===== config.mk =====
export PLATFORM = sky130hd
export DESIGN_NAME = utf8_escape_display_width_unit
export DESIGN_NICKNAME = d
export VERILOG_FILES = /design/src/sv/uedw_pkg.sv /design/src/sv/uedw_front.sv /design/src/sv/uedw_queue.sv /design/src/sv/uedw_back.sv /design/src/sv/utf8_escape_display_width_unit.sv
export SDC_FILE = /design/constraint.sdc
export NUM_CORES = 1
export LEC_CHECK = 0
export ABC_AREA = 1
export BUFFER_PORTS_ARGS = -buffer_cell sky130_fd_sc_hd__buf_4
export CORE_MARGIN = 2
export CORE_UTILIZATION = 55
export CTS_CLUSTER_SIZE = 40
export DETAILED_ROUTE_END_ITERATION = 6
export MAX_ROUTING_LAYER = met4
export PLACE_DENSITY = 0.72
export SLEW_MARGIN = 10
export SYNTH_ARGS = -nofsm -noshare
export SYNTH_HDL_FRONTEND = slang
export SYNTH_SLANG_ARGS = --single-unit
export TNS_END_PERCENT = 50

===== constraint.sdc =====
create_clock -name clock -period 7.05 [get_ports clock]
set_input_delay 0.3525 -clock clock [delete_from_list [all_inputs] [get_ports clock]]
set_output_delay 0.3525 -clock clock [all_outputs]
set_load 0.005 [all_outputs]

===== src/sv/uedw_pkg.sv =====
package uedw_pkg;

   typedef struct packed {
      logic [7:0] data_byte;
      logic       end_of_string;
   } req_type;

   typedef struct packed {
      logic [7:0] out_byte0;
      logic [7:0] out_byte1;
      logic [7:0] out_byte2;
      logic [7:0] out_byte3;
      logic [2:0] cell_length;
      logic [1:0] display_width;
      logic       break_after;
      logic       ends_line;
      logic       last_of_run;
   } rsp_type;

   localparam int QDepth = 4;
   localparam int QPtrW  = $clog2(QDepth);
   localparam int CpW    = 21;

   // cells produced by one input byte: up to three width-1 flush cells,
   // then at most one final cell
   typedef struct packed {
      logic [1:0]       flush_count;
      logic [2:0][7:0]  flush_bytes;
      logic             has_cell;
      logic [3:0][7:0]  cell_bytes;
      logic [2:0]       cell_length;
      logic [1:0]       cell_width;
      logic             use_cp;
      logic [CpW-1:0]   code_point;
      logic             break_after;
      logic             ends_line;
   } job_type;

   typedef struct packed {
      logic full;
      logic empty;
   } qstat_type;

   typedef struct packed {
      logic [CpW-1:0] lo;
      logic [CpW-1:0] hi;
   } span_type;

   localparam int NumZeroSpans = 18;
   localparam int NumWideSpans = 13;

   localparam span_type ZeroSpans [NumZeroSpans] = '{
      '{21'h00300, 21'h0036F}, '{21'h00483, 21'h00489}, '{21'h00591, 21'h005BD},
      '{21'h00610, 21'h0061A}, '{21'h0064B, 21'h0065F}, '{21'h00E31, 21'h00E31},
      '{21'h00E34, 21'h00E3A}, '{21'h00E47, 21'h00E4E}, '{21'h00EB1, 21'h00EB1},
      '{21'h00EB4, 21'h00EBC}, '{21'h00EC8, 21'h00ECD}, '{21'h01AB0, 21'h01AFF},
      '{21'h01DC0, 21'h01DFF}, '{21'h0200B, 21'h0200F}, '{21'h020D0, 21'h020FF},
      '{21'h0FE00, 21'h0FE0F}, '{21'h0FE20, 21'h0FE2F}, '{21'h0FEFF, 21'h0FEFF}
   };

   localparam span_type WideSpans [NumWideSpans] = '{
      '{21'h01100, 21'h0115F}, '{21'h02E80, 21'h0303E}, '{21'h03041, 21'h033FF},
      '{21'h03400, 21'h04DBF}, '{21'h04E00, 21'h09FFF}, '{21'h0A000, 21'h0A4CF},
      '{21'h0AC00, 21'h0D7A3}, '{21'h0F900, 21'h0FAFF}, '{21'h0FE30, 21'h0FE4F},
      '{21'h0FF00, 21'h0FF60}, '{21'h0FFE0, 21'h0FFE6}, '{21'h20000, 21'h2FFFD},
      '{21'h30000, 21'h3FFFD}
   };

   function automatic logic [1:0] width_of(input logic [CpW-1:0] cp);
      logic zero_hit;
      logic wide_hit;
      zero_hit = (cp == '0);
      wide_hit = 1'b0;
      for (int i = 0; i < NumZeroSpans; i++) begin
         if (cp >= ZeroSpans[i].lo && cp <= ZeroSpans[i].hi) zero_hit = 1'b1;
      end
      for (int i = 0; i < NumWideSpans; i++) begin
         if (cp >= WideSpans[i].lo && cp <= WideSpans[i].hi) wide_hit = 1'b1;
      end
      if (zero_hit) return 2'd0;
      if (wide_hit) return 2'd2;
      return 2'd1;
   endfunction

endpackage


===== src/sv/uedw_front.sv =====
module uedw_front (
   input  logic                clock,
   input  logic                reset,
   input  logic                req_valid,
   output logic                req_stall,
   input  uedw_pkg::req_type   req_payload,
   input  logic                csr_wr_en,
   input  logic                csr_wr_data,
   output logic                job_push,
   output uedw_pkg::job_type   job,
   input  uedw_pkg::qstat_type qstat
);

   localparam logic [7:0] ChBel   = 8'h07;
   localparam logic [7:0] ChBs    = 8'h08;
   localparam logic [7:0] ChTab   = 8'h09;
   localparam logic [7:0] ChLf    = 8'h0A;
   localparam logic [7:0] ChVt    = 8'h0B;
   localparam logic [7:0] ChFf    = 8'h0C;
   localparam logic [7:0] ChCr    = 8'h0D;
   localparam logic [7:0] ChSpace = 8'h20;
   localparam logic [7:0] ChQuote = 8'h22;
   localparam logic [7:0] ChSlash = 8'h2F;
   localparam logic [7:0] ChBack  = 8'h5C;

   logic                     utf8_enable_ff;
   logic [7:0]               lead_ff, lead_in;
   logic [2:0]               exp_len_ff, exp_len_in;
   logic [1:0]               cnt_ff, cnt_in;
   logic [uedw_pkg::CpW-1:0] acc_ff, acc_in;
   logic [7:0]               cont_ff [2];
   logic                     cont_wr;

   logic                     accept;
   logic [7:0]               b;
   logic                     eos;
   logic [uedw_pkg::CpW-1:0] acc_cat;
   logic [7:0]               letter;
   logic                     fresh_start;
   logic [2:0]               fresh_len;
   logic [uedw_pkg::CpW-1:0] fresh_bits;
   uedw_pkg::job_type        fresh_job;

   assign b         = req_payload.data_byte;
   assign eos       = req_payload.end_of_string;
   assign req_stall = qstat.full;
   assign accept    = req_valid && !qstat.full;
   assign acc_cat   = {acc_ff[uedw_pkg::CpW-7:0], b[5:0]};

   // byte handled with no sequence pending
   always_comb begin
      case (b)
         ChLf:    letter = "n";
         ChTab:   letter = "t";
         ChCr:    letter = "r";
         ChQuote: letter = "\"";
         ChBack:  letter = "\\";
         ChBel:   letter = "a";
         ChBs:    letter = "b";
         ChFf:    letter = "f";
         ChVt:    letter = "v";
         default: letter = 8'h00;
      endcase

      if (b[7:5] == 3'b110) begin
         fresh_len  = 3'd2;
         fresh_bits = {16'h0, b[4:0]};
      end else if (b[7:4] == 4'b1110) begin
         fresh_len  = 3'd3;
         fresh_bits = {17'h0, b[3:0]};
      end else if (b[7:3] == 5'b11110) begin
         fresh_len  = 3'd4;
         fresh_bits = {18'h0, b[2:0]};
      end else begin
         fresh_len  = 3'd0;
         fresh_bits = '0;
      end

      fresh_job                = '0;
      fresh_job.has_cell       = 1'b1;
      fresh_job.cell_bytes[0]  = b;
      fresh_job.cell_length    = 3'd1;
      fresh_job.cell_width     = 2'd1;
      fresh_start              = 1'b0;
      if (letter != 8'h00) begin
         fresh_job.cell_bytes[0] = ChBack;
         fresh_job.cell_bytes[1] = letter;
         fresh_job.cell_length   = 3'd2;
         fresh_job.cell_width    = 2'd2;
         fresh_job.ends_line     = (b == ChLf);
      end else if (b == ChSpace || b == ChSlash) begin
         fresh_job.break_after   = 1'b1;
      end else if (b < ChSpace) begin
         fresh_job.cell_width    = 2'd0;
      end else if (utf8_enable_ff && fresh_len != 3'd0 && !eos) begin
         fresh_start             = 1'b1;
         fresh_job.has_cell      = 1'b0;
      end
   end

   always_comb begin
      lead_in    = lead_ff;
      exp_len_in = exp_len_ff;
      cnt_in     = cnt_ff;
      acc_in     = acc_ff;
      cont_wr    = 1'b0;
      job        = '0;

      if (exp_len_ff != 3'd0 && b[7:6] == 2'b10) begin
         if ({1'b0, cnt_ff} + 3'd2 == exp_len_ff) begin
            job.has_cell      = 1'b1;
            job.cell_bytes[0] = lead_ff;
            job.cell_bytes[1] = (exp_len_ff == 3'd2) ? b : cont_ff[0];
            job.cell_bytes[2] = (exp_len_ff == 3'd3) ? b :
                                (exp_len_ff == 3'd4) ? cont_ff[1] : 8'h00;
            job.cell_bytes[3] = (exp_len_ff == 3'd4) ? b : 8'h00;
            job.cell_length   = exp_len_ff;
            job.use_cp        = 1'b1;
            job.code_point    = acc_cat;
            exp_len_in        = 3'd0;
            cnt_in            = 2'd0;
            acc_in            = '0;
         end else begin
            cont_wr = 1'b1;
            cnt_in  = cnt_ff + 2'd1;
            acc_in  = acc_cat;
            if (eos) begin
               job.flush_count    = cnt_ff + 2'd2;
               job.flush_bytes[0] = lead_ff;
               job.flush_bytes[1] = (cnt_ff == 2'd0) ? b : cont_ff[0];
               job.flush_bytes[2] = b;
               exp_len_in         = 3'd0;
               cnt_in             = 2'd0;
               acc_in             = '0;
            end
         end
      end else begin
         if (exp_len_ff != 3'd0) begin
            // broken sequence: lead and held bytes go out alone
            job.flush_count    = cnt_ff + 2'd1;
            job.flush_bytes[0] = lead_ff;
            job.flush_bytes[1] = cont_ff[0];
            job.flush_bytes[2] = cont_ff[1];
            exp_len_in         = 3'd0;
            cnt_in             = 2'd0;
            acc_in             = '0;
         end
         if (fresh_start) begin
            lead_in    = b;
            exp_len_in = fresh_len;
            cnt_in     = 2'd0;
            acc_in     = fresh_bits;
         end else begin
            job.has_cell    = 1'b1;
            job.cell_bytes  = fresh_job.cell_bytes;
            job.cell_length = fresh_job.cell_length;
            job.cell_width  = fresh_job.cell_width;
            job.break_after = fresh_job.break_after;
            job.ends_line   = fresh_job.ends_line;
         end
      end
   end

   assign job_push = accept && (job.flush_count != 2'd0 || job.has_cell);

   always_ff @(posedge clock) begin
      if (reset) begin
         utf8_enable_ff <= 1'b1;
         lead_ff        <= 8'h00;
         exp_len_ff     <= 3'd0;
         cnt_ff         <= 2'd0;
         acc_ff         <= '0;
      end else begin
         if (csr_wr_en) utf8_enable_ff <= csr_wr_data;
         if (accept) begin
            lead_ff    <= lead_in;
            exp_len_ff <= exp_len_in;
            cnt_ff     <= cnt_in;
            acc_ff     <= acc_in;
         end
      end
   end

   always_ff @(posedge clock) begin
      if (accept && cont_wr) cont_ff[cnt_ff[0]] <= b;
   end

endmodule


===== src/sv/uedw_queue.sv =====
module uedw_queue (
   input  logic                clock,
   input  logic                reset,
   input  logic                push,
   input  uedw_pkg::job_type   push_job,
   input  logic                pop,
   output uedw_pkg::job_type   head_job,
   output uedw_pkg::qstat_type qstat
);

   uedw_pkg::job_type            q_ff [uedw_pkg::QDepth];
   logic [uedw_pkg::QPtrW-1:0]   wr_ptr_ff;
   logic [uedw_pkg::QPtrW-1:0]   rd_ptr_ff;
   logic [uedw_pkg::QPtrW:0]     count_ff;

   assign head_job    = q_ff[rd_ptr_ff];
   assign qstat.full  = (count_ff == (uedw_pkg::QPtrW+1)'(uedw_pkg::QDepth));
   assign qstat.empty = (count_ff == '0);

   always_ff @(posedge clock) begin
      if (reset) begin
         wr_ptr_ff <= '0;
         rd_ptr_ff <= '0;
         count_ff  <= '0;
      end else begin
         if (push) wr_ptr_ff <= wr_ptr_ff + 1'b1;
         if (pop)  rd_ptr_ff <= rd_ptr_ff + 1'b1;
         if (push && !pop)      count_ff <= count_ff + 1'b1;
         else if (pop && !push) count_ff <= count_ff - 1'b1;
      end
   end

   always_ff @(posedge clock) begin
      if (push) q_ff[wr_ptr_ff] <= push_job;
   end

endmodule


===== src/sv/uedw_back.sv =====
module uedw_back (
   input  logic                clock,
   input  logic                reset,
   input  uedw_pkg::job_type   head_job,
   input  uedw_pkg::qstat_type qstat,
   output logic                pop,
   output logic                rsp_valid,
   input  logic                rsp_stall,
   output uedw_pkg::rsp_type   rsp_payload
);

   logic [1:0]        sub_ff, sub_in;
   logic              rsp_valid_ff;
   uedw_pkg::rsp_type rsp_ff, rsp_in;
   logic [2:0]        total;
   logic              last;
   logic              load;
   logic              emit;

   assign total = {1'b0, head_job.flush_count} + {2'b00, head_job.has_cell};
   assign last  = ({1'b0, sub_ff} + 3'd1 == total);
   assign load  = !rsp_valid_ff || !rsp_stall;
   assign emit  = load && !qstat.empty;
   assign pop   = emit && last;
   assign sub_in = last ? 2'd0 : sub_ff + 2'd1;

   always_comb begin
      rsp_in = '0;
      if (sub_ff < head_job.flush_count) begin
         rsp_in.out_byte0     = head_job.flush_bytes[sub_ff];
         rsp_in.cell_length   = 3'd1;
         rsp_in.display_width = 2'd1;
      end else begin
         rsp_in.out_byte0     = head_job.cell_bytes[0];
         rsp_in.out_byte1     = head_job.cell_bytes[1];
         rsp_in.out_byte2     = head_job.cell_bytes[2];
         rsp_in.out_byte3     = head_job.cell_bytes[3];
         rsp_in.cell_length   = head_job.cell_length;
         rsp_in.display_width = head_job.use_cp ? uedw_pkg::width_of(head_job.code_point)
                                                : head_job.cell_width;
         rsp_in.break_after   = head_job.break_after;
         rsp_in.ends_line     = head_job.ends_line;
      end
      rsp_in.last_of_run = last;
   end

   always_ff @(posedge clock) begin
      if (reset) begin
         sub_ff       <= 2'd0;
         rsp_valid_ff <= 1'b0;
      end else begin
         if (emit) sub_ff <= sub_in;
         if (load) rsp_valid_ff <= emit;
      end
   end

   always_ff @(posedge clock) begin
      if (emit) rsp_ff <= rsp_in;
   end

   assign rsp_valid   = rsp_valid_ff;
   assign rsp_payload = rsp_ff;

endmodule


===== src/sv/utf8_escape_display_width_unit.sv =====
// Splits a string, one byte per item, into display cells: escapes become
// two-byte backslash forms of width 2, space and slash allow a break, other
// controls have width 0, and with csr_wr_data/utf8 decoding on, a UTF-8
// sequence leaves as one cell whose width comes from the combining and wide
// range tables. Bytes of a broken or cut-off sequence leave as width-1 cells.
// The front end takes one byte per cycle while the queue is not full and
// writes the cells each byte causes as one entry of a 4-entry queue; the
// cell emitter sends one cell per cycle from it while rsp_stall is low. A
// byte may yield up to 4 cells, all sent before its entry is popped; req_stall
// rises only while the queue is full. A byte that only extends a pending
// sequence yields no cell. Cells leave via the queue and the output register.
module utf8_escape_display_width_unit (
   input  logic              clock,
   input  logic              reset,
   input  logic              req_valid,
   output logic              req_stall,
   input  uedw_pkg::req_type req_payload,
   output logic              rsp_valid,
   input  logic              rsp_stall,
   output uedw_pkg::rsp_type rsp_payload,
   input  logic              csr_wr_en,
   input  logic              csr_wr_data
);

   logic                job_push;
   uedw_pkg::job_type   push_job;
   uedw_pkg::job_type   head_job;
   logic                job_pop;
   uedw_pkg::qstat_type qstat;

   uedw_front u_front (
      .clock       (clock),
      .reset       (reset),
      .req_valid   (req_valid),
      .req_stall   (req_stall),
      .req_payload (req_payload),
      .csr_wr_en   (csr_wr_en),
      .csr_wr_data (csr_wr_data),
      .job_push    (job_push),
      .job         (push_job),
      .qstat       (qstat)
   );

   uedw_queue u_queue (
      .clock    (clock),
      .reset    (reset),
      .push     (job_push),
      .push_job (push_job),
      .pop      (job_pop),
      .head_job (head_job),
      .qstat    (qstat)
   );

   uedw_back u_back (
      .clock       (clock),
      .reset       (reset),
      .head_job    (head_job),
      .qstat       (qstat),
      .pop         (job_pop),
      .rsp_valid   (rsp_valid),
      .rsp_stall   (rsp_stall),
      .rsp_payload (rsp_payload)
   );

endmodule

==> metrics.yaml, run 1 <==
mappedNetlistArea_um2: 20500
hold_slack_ps: 36.7
p_comb_frac: 0.297
grt_overflow_total: 0
layout_common_cells: "edfxtp_1 (408), nor2_1 (383), nand2_1 (331)"
routedWlPerCell_um: 20.5
tightest_slew_ps: 1160
place_area_um2: 21300
synth_area_leaders: "edfxtp_1 (60%), nor2_1 (7.1%), nand2_1 (6.1%)"
reg2reg_slack_ps: 2790
fin_crit_ps: 4260
fill_cells: 2940
hpwl_um: 34000
fin_skew_ps: 20.4
grt_pass1_wl_um: 81000
outcome: "finished clean"
setup.worst_path.start: "u_front.exp_len_ff[2]"
hp-class: "in -> reg"
drt-initial-drc-count: 1446
slew_violations: 0
fin_area_um2: 22800
synth_compound_area_frac: 0.102
timing.rr.start: "u_front.exp_len_ff[2]"
finalCritPeriodShare: 0.605
critPathLaunchType: "register"
r2r_cells: 12
cp_slowest_stage_delay_ps: 940
p_per_area_nw_per_um2: 384
drv_cap: 0
crit_required_ps: 7240
cts_tree: "done"
synth_top_family_by_area: "simple AND/OR/NAND/NOR gates"
internal_power_uw: 5680
cp_cell_sequence: "inv_1 > nand2_1 > inv_1 > nor3_2 > inv_2 > nor2_1 > inv_2 > nand2_2 > or3_1 > nand2_2 > nor2_4 > buf_4"
die_x_um: 197
grt_use_total: 0.280
synth-main-ff-cell: "edfxtp_1"
synth.top_cell.area_share: 0.597
endpoint_kind: "register"
slowest_stage: "buf_4"
drtAntennaViolNets: 0
numCtsBuffers: 45
gp_congestion: 0.949
ys_types: 56
ys.warnings.count: 0
cts.path.max_buffers: 3
totalWireLength_um: 52700
core.rowCount: 70
die_h_um: 197
relSlewSlack: 0.228
max_freq_mhz: 234
diodes: 0
htree_levels: 2
avgViaCountPerCell: 5.91
initial_core_util: 0.559
final_util: 0.621
p_seq_frac: 0.425
drc: 0
final_common_cell: "edfxtp_1"
portBuffers: 56
p_leak_uw: 0.00843
synth_seq_cells: 449
sw_frac_of_total: 0.351
reg2reg_to: "u_queue.q_ff[1][52]"
endpoint: "u_queue.q_ff[1][52]"
power.total_uw: 8750
crit_fanout: 76
vias: 15178
fin_setup_tns_ps: 0
muxShareOfSynthArea: 0
root_buffer: "clkbuf_16"
p_sw_uw: 3070
final_layout_size_suffix_gt1_frac: 0.114
hold_viol_final: 0
synth_edf_count: 408
fin_nets: 2092
cts_resized: 0
cts.clk_slew.worst_paths_ps: 60
seq_area_um2: 13100
multi_input_area_um2: 6500
synth-simple-area-share: 0.203
core_area_um2: 36700
synth_top_cell_by_area: "edfxtp_1"
grt_max_degree: 82
rsz0062_at_grt: "false"
synth-xor-area-share: 0.00171
cts.sinks: 449
antenna_found_initial: 0
ys_seq_area_frac: 0.637
syn_inst: 2030
dr.pass1.iters: 7
syn_to_final_growth_pct: 11.0
ioPinCount: 57
p_clk_frac: 0.278
synth.avg_cell_area_um2: 10.1
dieArea_um2: 38900
worstPathArrival_ps: 4450
async_flop_share: 0
report.final.setup_viol: 0
grt_pass1_vias: 14575
ir_worst_vdd_mv: 0.389
criticalPathCategory: "reg -> reg"
synth_fa_ha_area_frac: 0.00707
clock_latency_ps: 580
## cells in the mapped netlist (all sizes together) (15+ instances only)
cell    instances
nor2          410
edfxtp        408
nand2         372
o21ai         211
inv           139
nand3         119
a21oi          89
clkbuf         56
dfxtp          41
buf            31
o22ai          30
nand4          26
nor3           18
o221ai         15
## registers in the layout, summed over array words and instances, names as in the netlist, named ones only
| name | cells |
|---|---|
| u_queue.count_ff | 3 |
| u_queue.wr_ptr_ff | 2 |
| u_front.cont_ff | 16 |
| u_back.rsp_valid | 1 |
| u_front.utf8_enable_ff | 1 |
| u_front.acc_ff | 15 |
| u_back.sub_ff | 2 |
| u_front.cnt_ff | 2 |
| u_front.exp_len_ff | 3 |
| u_back.rsp_payload | 40 |
| u_queue.q_ff | 352 |
| u_queue.rd_ptr_ff | 2 |
| u_front.lead_ff | 8 |
## cell families after synthesis
kind of cell / count (synthesis)
compound gates: 379
xor+xnor: 4
fa+ha+maj: 11
buf+inv: 230
flops: 449
other cells: 1
simple gates: 956
## layout make-up
type,instances,area share
clock buffer,54,0.0518
clock inverter,26,0.0146
inverter,143,0.0239
multi-input combinational,1354,0.285
sequential,449,0.574
tap,468,0.0257
timing repair buffer,73,0.0248
## power by group through the flow
stage	Clock [uW]	Sequential, uW	Combinational, uW
floorplan	0	3740	1680
global placement	0	3760	2520
detailed placement	0	3760	2570
CTS	2460	3710	2590
global route	2560	3750	2850
finish	2440	3710	2600
## worst max-delay path, delay by kind of cell (launching register included)
| family | cells | cell delay [ps] |
|---|---|---|
| buffers and inverters | 5 | 1700 |
| DFF | 1 | 380 |
| and+or+nand+nor | 7 | 1710 |
## how the worst min path moves through the flow
stage,startpoint,endpoint,slack [ps],cells after the start
after CTS,req_payload[8],u_front.cont_ff[0][7],6,1
after global placement,u_queue.rd_ptr_ff[0],register,450,2
after detailed placement,u_queue.rd_ptr_ff[1],register,450,2
after floorplan,u_queue.rd_ptr_ff[1],register,440,2
after global routing,req_payload[8],u_front.cont_ff[0][7],20,1
final,req_payload[8],u_front.cont_ff[0][7],40,1
## stage by stage
step / cells / worst slack, ps
after floorplan: 2033 / 1190
after global placement: 2485 / 2940
after detailed placement: 2485 / 2860
after CTS: 2567 / 2850
after global routing: 2567 / 2520
final: 2567 / 2790
## what timing repair did
action | in CTS | in global routing
buffers inserted | 0 | 0
hold endpoints to repair | 1 | 0
endpoints found under the setup margin | 0 | 0
hold buffers | 2 | 0
## routing by layer
metal | global-route usage | share of wire | vias to the layer above
met3 | 0.0382 | 0.074 | 116
met5 | - | 0 | -
met2 | 0.443 | 0.47 | 672
li1 | - | - | 7112
met4 | 0.0986 | 0.028 | 0
met1 | 0.376 | 0.43 | 7278
Note: power is estimated with default switching activity, not from simulation.
==> run 2, diff against run 1 <==
==> constraint.sdc (replaced) <==
create_clock -name clock -period 3.93 [get_ports clock]
set_input_delay 0.1965 -clock clock [delete_from_list [all_inputs] [get_ports clock]]
set_output_delay 0.1965 -clock clock [all_outputs]
set_load 0.005 [all_outputs]
==> run 2 against run 1 <==
Combinational power increased by 92%. Critical path depth increased by 4. Sequential share of layout area decreased by 0.70 points. Die area unchanged. Wire length increased by 2.7%. Count of clock-buffer cells in the layout increased by 3. Register-to-register slack got worse by 2300 ps. Sequential power increased by 78%. Largest power group unchanged.
==> metrics.yaml, run 2 (synthesis gave the netlist of run 1 again) <==
outcome: "finished clean"
final_util: 0.629
die_x_um: 197
hold_viol_final: 0
cp_cell_sequence: "inv_1 > nand2_1 > inv_1 > nor3_2 > nand3_1 > o21ai_0 > or3_1 > nand2_2 > inv_1 > ha_1 > inv_1 > fa_1 > a21oi_1 > o21ai_0 > o21ai_0 > a21oi_1"
endpoint_kind: "register"
worst-path-stages: 16
min_delay_path_depth: 4
gp_congestion: 0.989
fin_skew_ps: 19.9
tightest_slew_ps: 1040
syn_to_final_growth_pct: 12.4
cts.path.max_buffers: 3
vias: 15231
final_common_cell: "edfxtp_1"
internal_power_uw: 10000
criticalPathCategory: "reg -> reg"
hp-start: "req_payload[0]"
drt-initial-drc-count: 1647
antenna_found_initial: 0
dieArea_um2: 38900
relSlewSlack: 0.303
largest_reg_flops: 352
grt_use_total: 0.290
p_per_area_nw_per_um2: 677
fin_nets: 2124
crit_family: "compound AO/OA/AOI/OAI gates"
hp-class: "in -> reg"
p_comb_frac: 0.320
cts.clk_slew.worst_paths_ps: 70
grt_pass1_wl_um: 83200
die_h_um: 197
avgViaCountPerCell: 5.86
cts.sinks: 449
p_clk_frac: 0.257
ioPinCount: 57
max_freq_mhz: 289
p_sw_uw: 5610
clock_latency_ps: 590
top_register: "u_queue.q_ff"
cts_tree: "done"
worstPathArrival_ps: 3920
report.final.setup_viol: 0
finalCritPeriodShare: 0.881
slowest_stage: "o21ai_0"
core_area_um2: 36700
timing.rr.start: "u_front.exp_len_ff[2]"
holdPathEnd: "u_front.acc_ff[4]"
htree_levels: 2
ir_worst_vdd_mv: 0.703
diodes: 0
drv_cap: 0
post-route-worst-setup-slack_ps: 467
crit_fanout: 9
grt_max_degree: 114
totalWireLength_um: 54200
root_buffer: "clkbuf_16"
cpMostUsedCell: "inv_1"
dp_slack_ps: 536
place_inst: 2507
reg2reg_to: "u_queue.count_ff[2]"
layout_common_cells: "edfxtp_1 (408), nor2_1 (383), nand2_1 (331)"
drc: 0
crit_required_ps: 4390
hpwl_um: 35400
fin_crit_ps: 3460
dr.pass1.iters: 5
r2r_cells: 16
routedWlPerCell_um: 20.9
place_area_um2: 21600
reg2reg_slack_ps: 470
rsz0062_at_grt: "false"
critPathLaunchType: "register"
final_layout_size_suffix_gt1_frac: 0.123
sw_frac_of_total: 0.359
drtAntennaViolNets: 0
grt_pass1_vias: 14364
path_buf_inv: 4
p_seq_frac: 0.423
portBuffers: 56
core.rowCount: 70
hold_slack_ps: 44.1
p_leak_uw: 0.00856
fin_cells: 2597
initial_core_util: 0.559
fin_area_um2: 23100
slew_violations: 0
grt_overflow_total: 0
numCtsBuffers: 45
cp_slowest_stage_delay_ps: 600
-- run 2: cell count changes in the layout (fill, tap and decap cells not counted), sizes merged --
| cell | change |
|---|---|
| buf | +22 |
| bufinv | -5 |
| clkbuf | +3 |
| clkinvlp | +1 |
| dlygate4sd3 | +10 |
| inv | -1 |
-- run 2: worst register-to-register path, stage by stage (launching register included) --
cell,delay (ps)
dfxtp_1,380
inv_1,110
nand2_1,100
inv_1,60
nor3_2,290
nand3_1,170
o21ai_0,610
or3_1,240
nand2_2,190
inv_1,110
ha_1,150
inv_1,70
fa_1,380
a21oi_1,140
o21ai_0,110
o21ai_0,170
a21oi_1,60
-- run 2: repair_timing --
item / in CTS / in global routing
resized for setup: 0 / 0
hold buffers: 12 / 0
hold endpoints to repair: 34 / 0
buffers inserted: 0 / 0
setup endpoints to repair: 0 / 0
-- run 2: cell type report --
class                   instances  area [um^2]
inverters                     143          544
clock inverters                21          164
well taps                     468          586
clock buffers                  57         1210
multi-input cells            1354         6500
repair buffers                105          981
fillers                      2895        13600
flip-flops and latches        449        13100
-- run 2: worst max path at each step --
stage	startpoint	to	slack, ps
after floorplan	u_front.exp_len_ff[2]	u_queue.q_ff[0][0]	-470
after global placement	u_front.exp_len_ff[2]	u_queue.count_ff[2]	610
after detailed placement	u_front.exp_len_ff[2]	u_queue.count_ff[2]	540
after CTS	u_front.exp_len_ff[2]	u_queue.count_ff[2]	520
after global routing	u_front.exp_len_ff[0]	u_queue.count_ff[2]	60
final	u_front.exp_len_ff[2]	u_queue.count_ff[2]	470
-- run 2: metal layers --
layer / vias to the layer above / global-route usage / wire [um]
li1: 7178 / - / -
met1: 7290 / 0.397 / 23600
met2: 657 / 0.456 / 25300
met3: 106 / 0.0417 / 3840
met4: 0 / 0.0894 / 1400
met5: - / - / 0
-- run 2: through the flow --
step / TNS (ps) / power (uW)
after floorplan: -166670 / 9700
after global placement: 0 / 11600
after detailed placement: 0 / 11600
after CTS: 0 / 15700
after global routing: 0 / 16400
final: 0 / 15600
-- run 2: power groups by stage --
stage / combinational, uW / sequential (uW) / clock (uW)
2_1_floorplan: 3030 / 6680 / 0
3_3_place_gp: 4890 / 6680 / 0
3_5_place_dp: 4920 / 6700 / 0
4_1_cts: 4970 / 6610 / 4080
5_1_grt: 5450 / 6670 / 4260
6_report: 4990 / 6610 / 4020
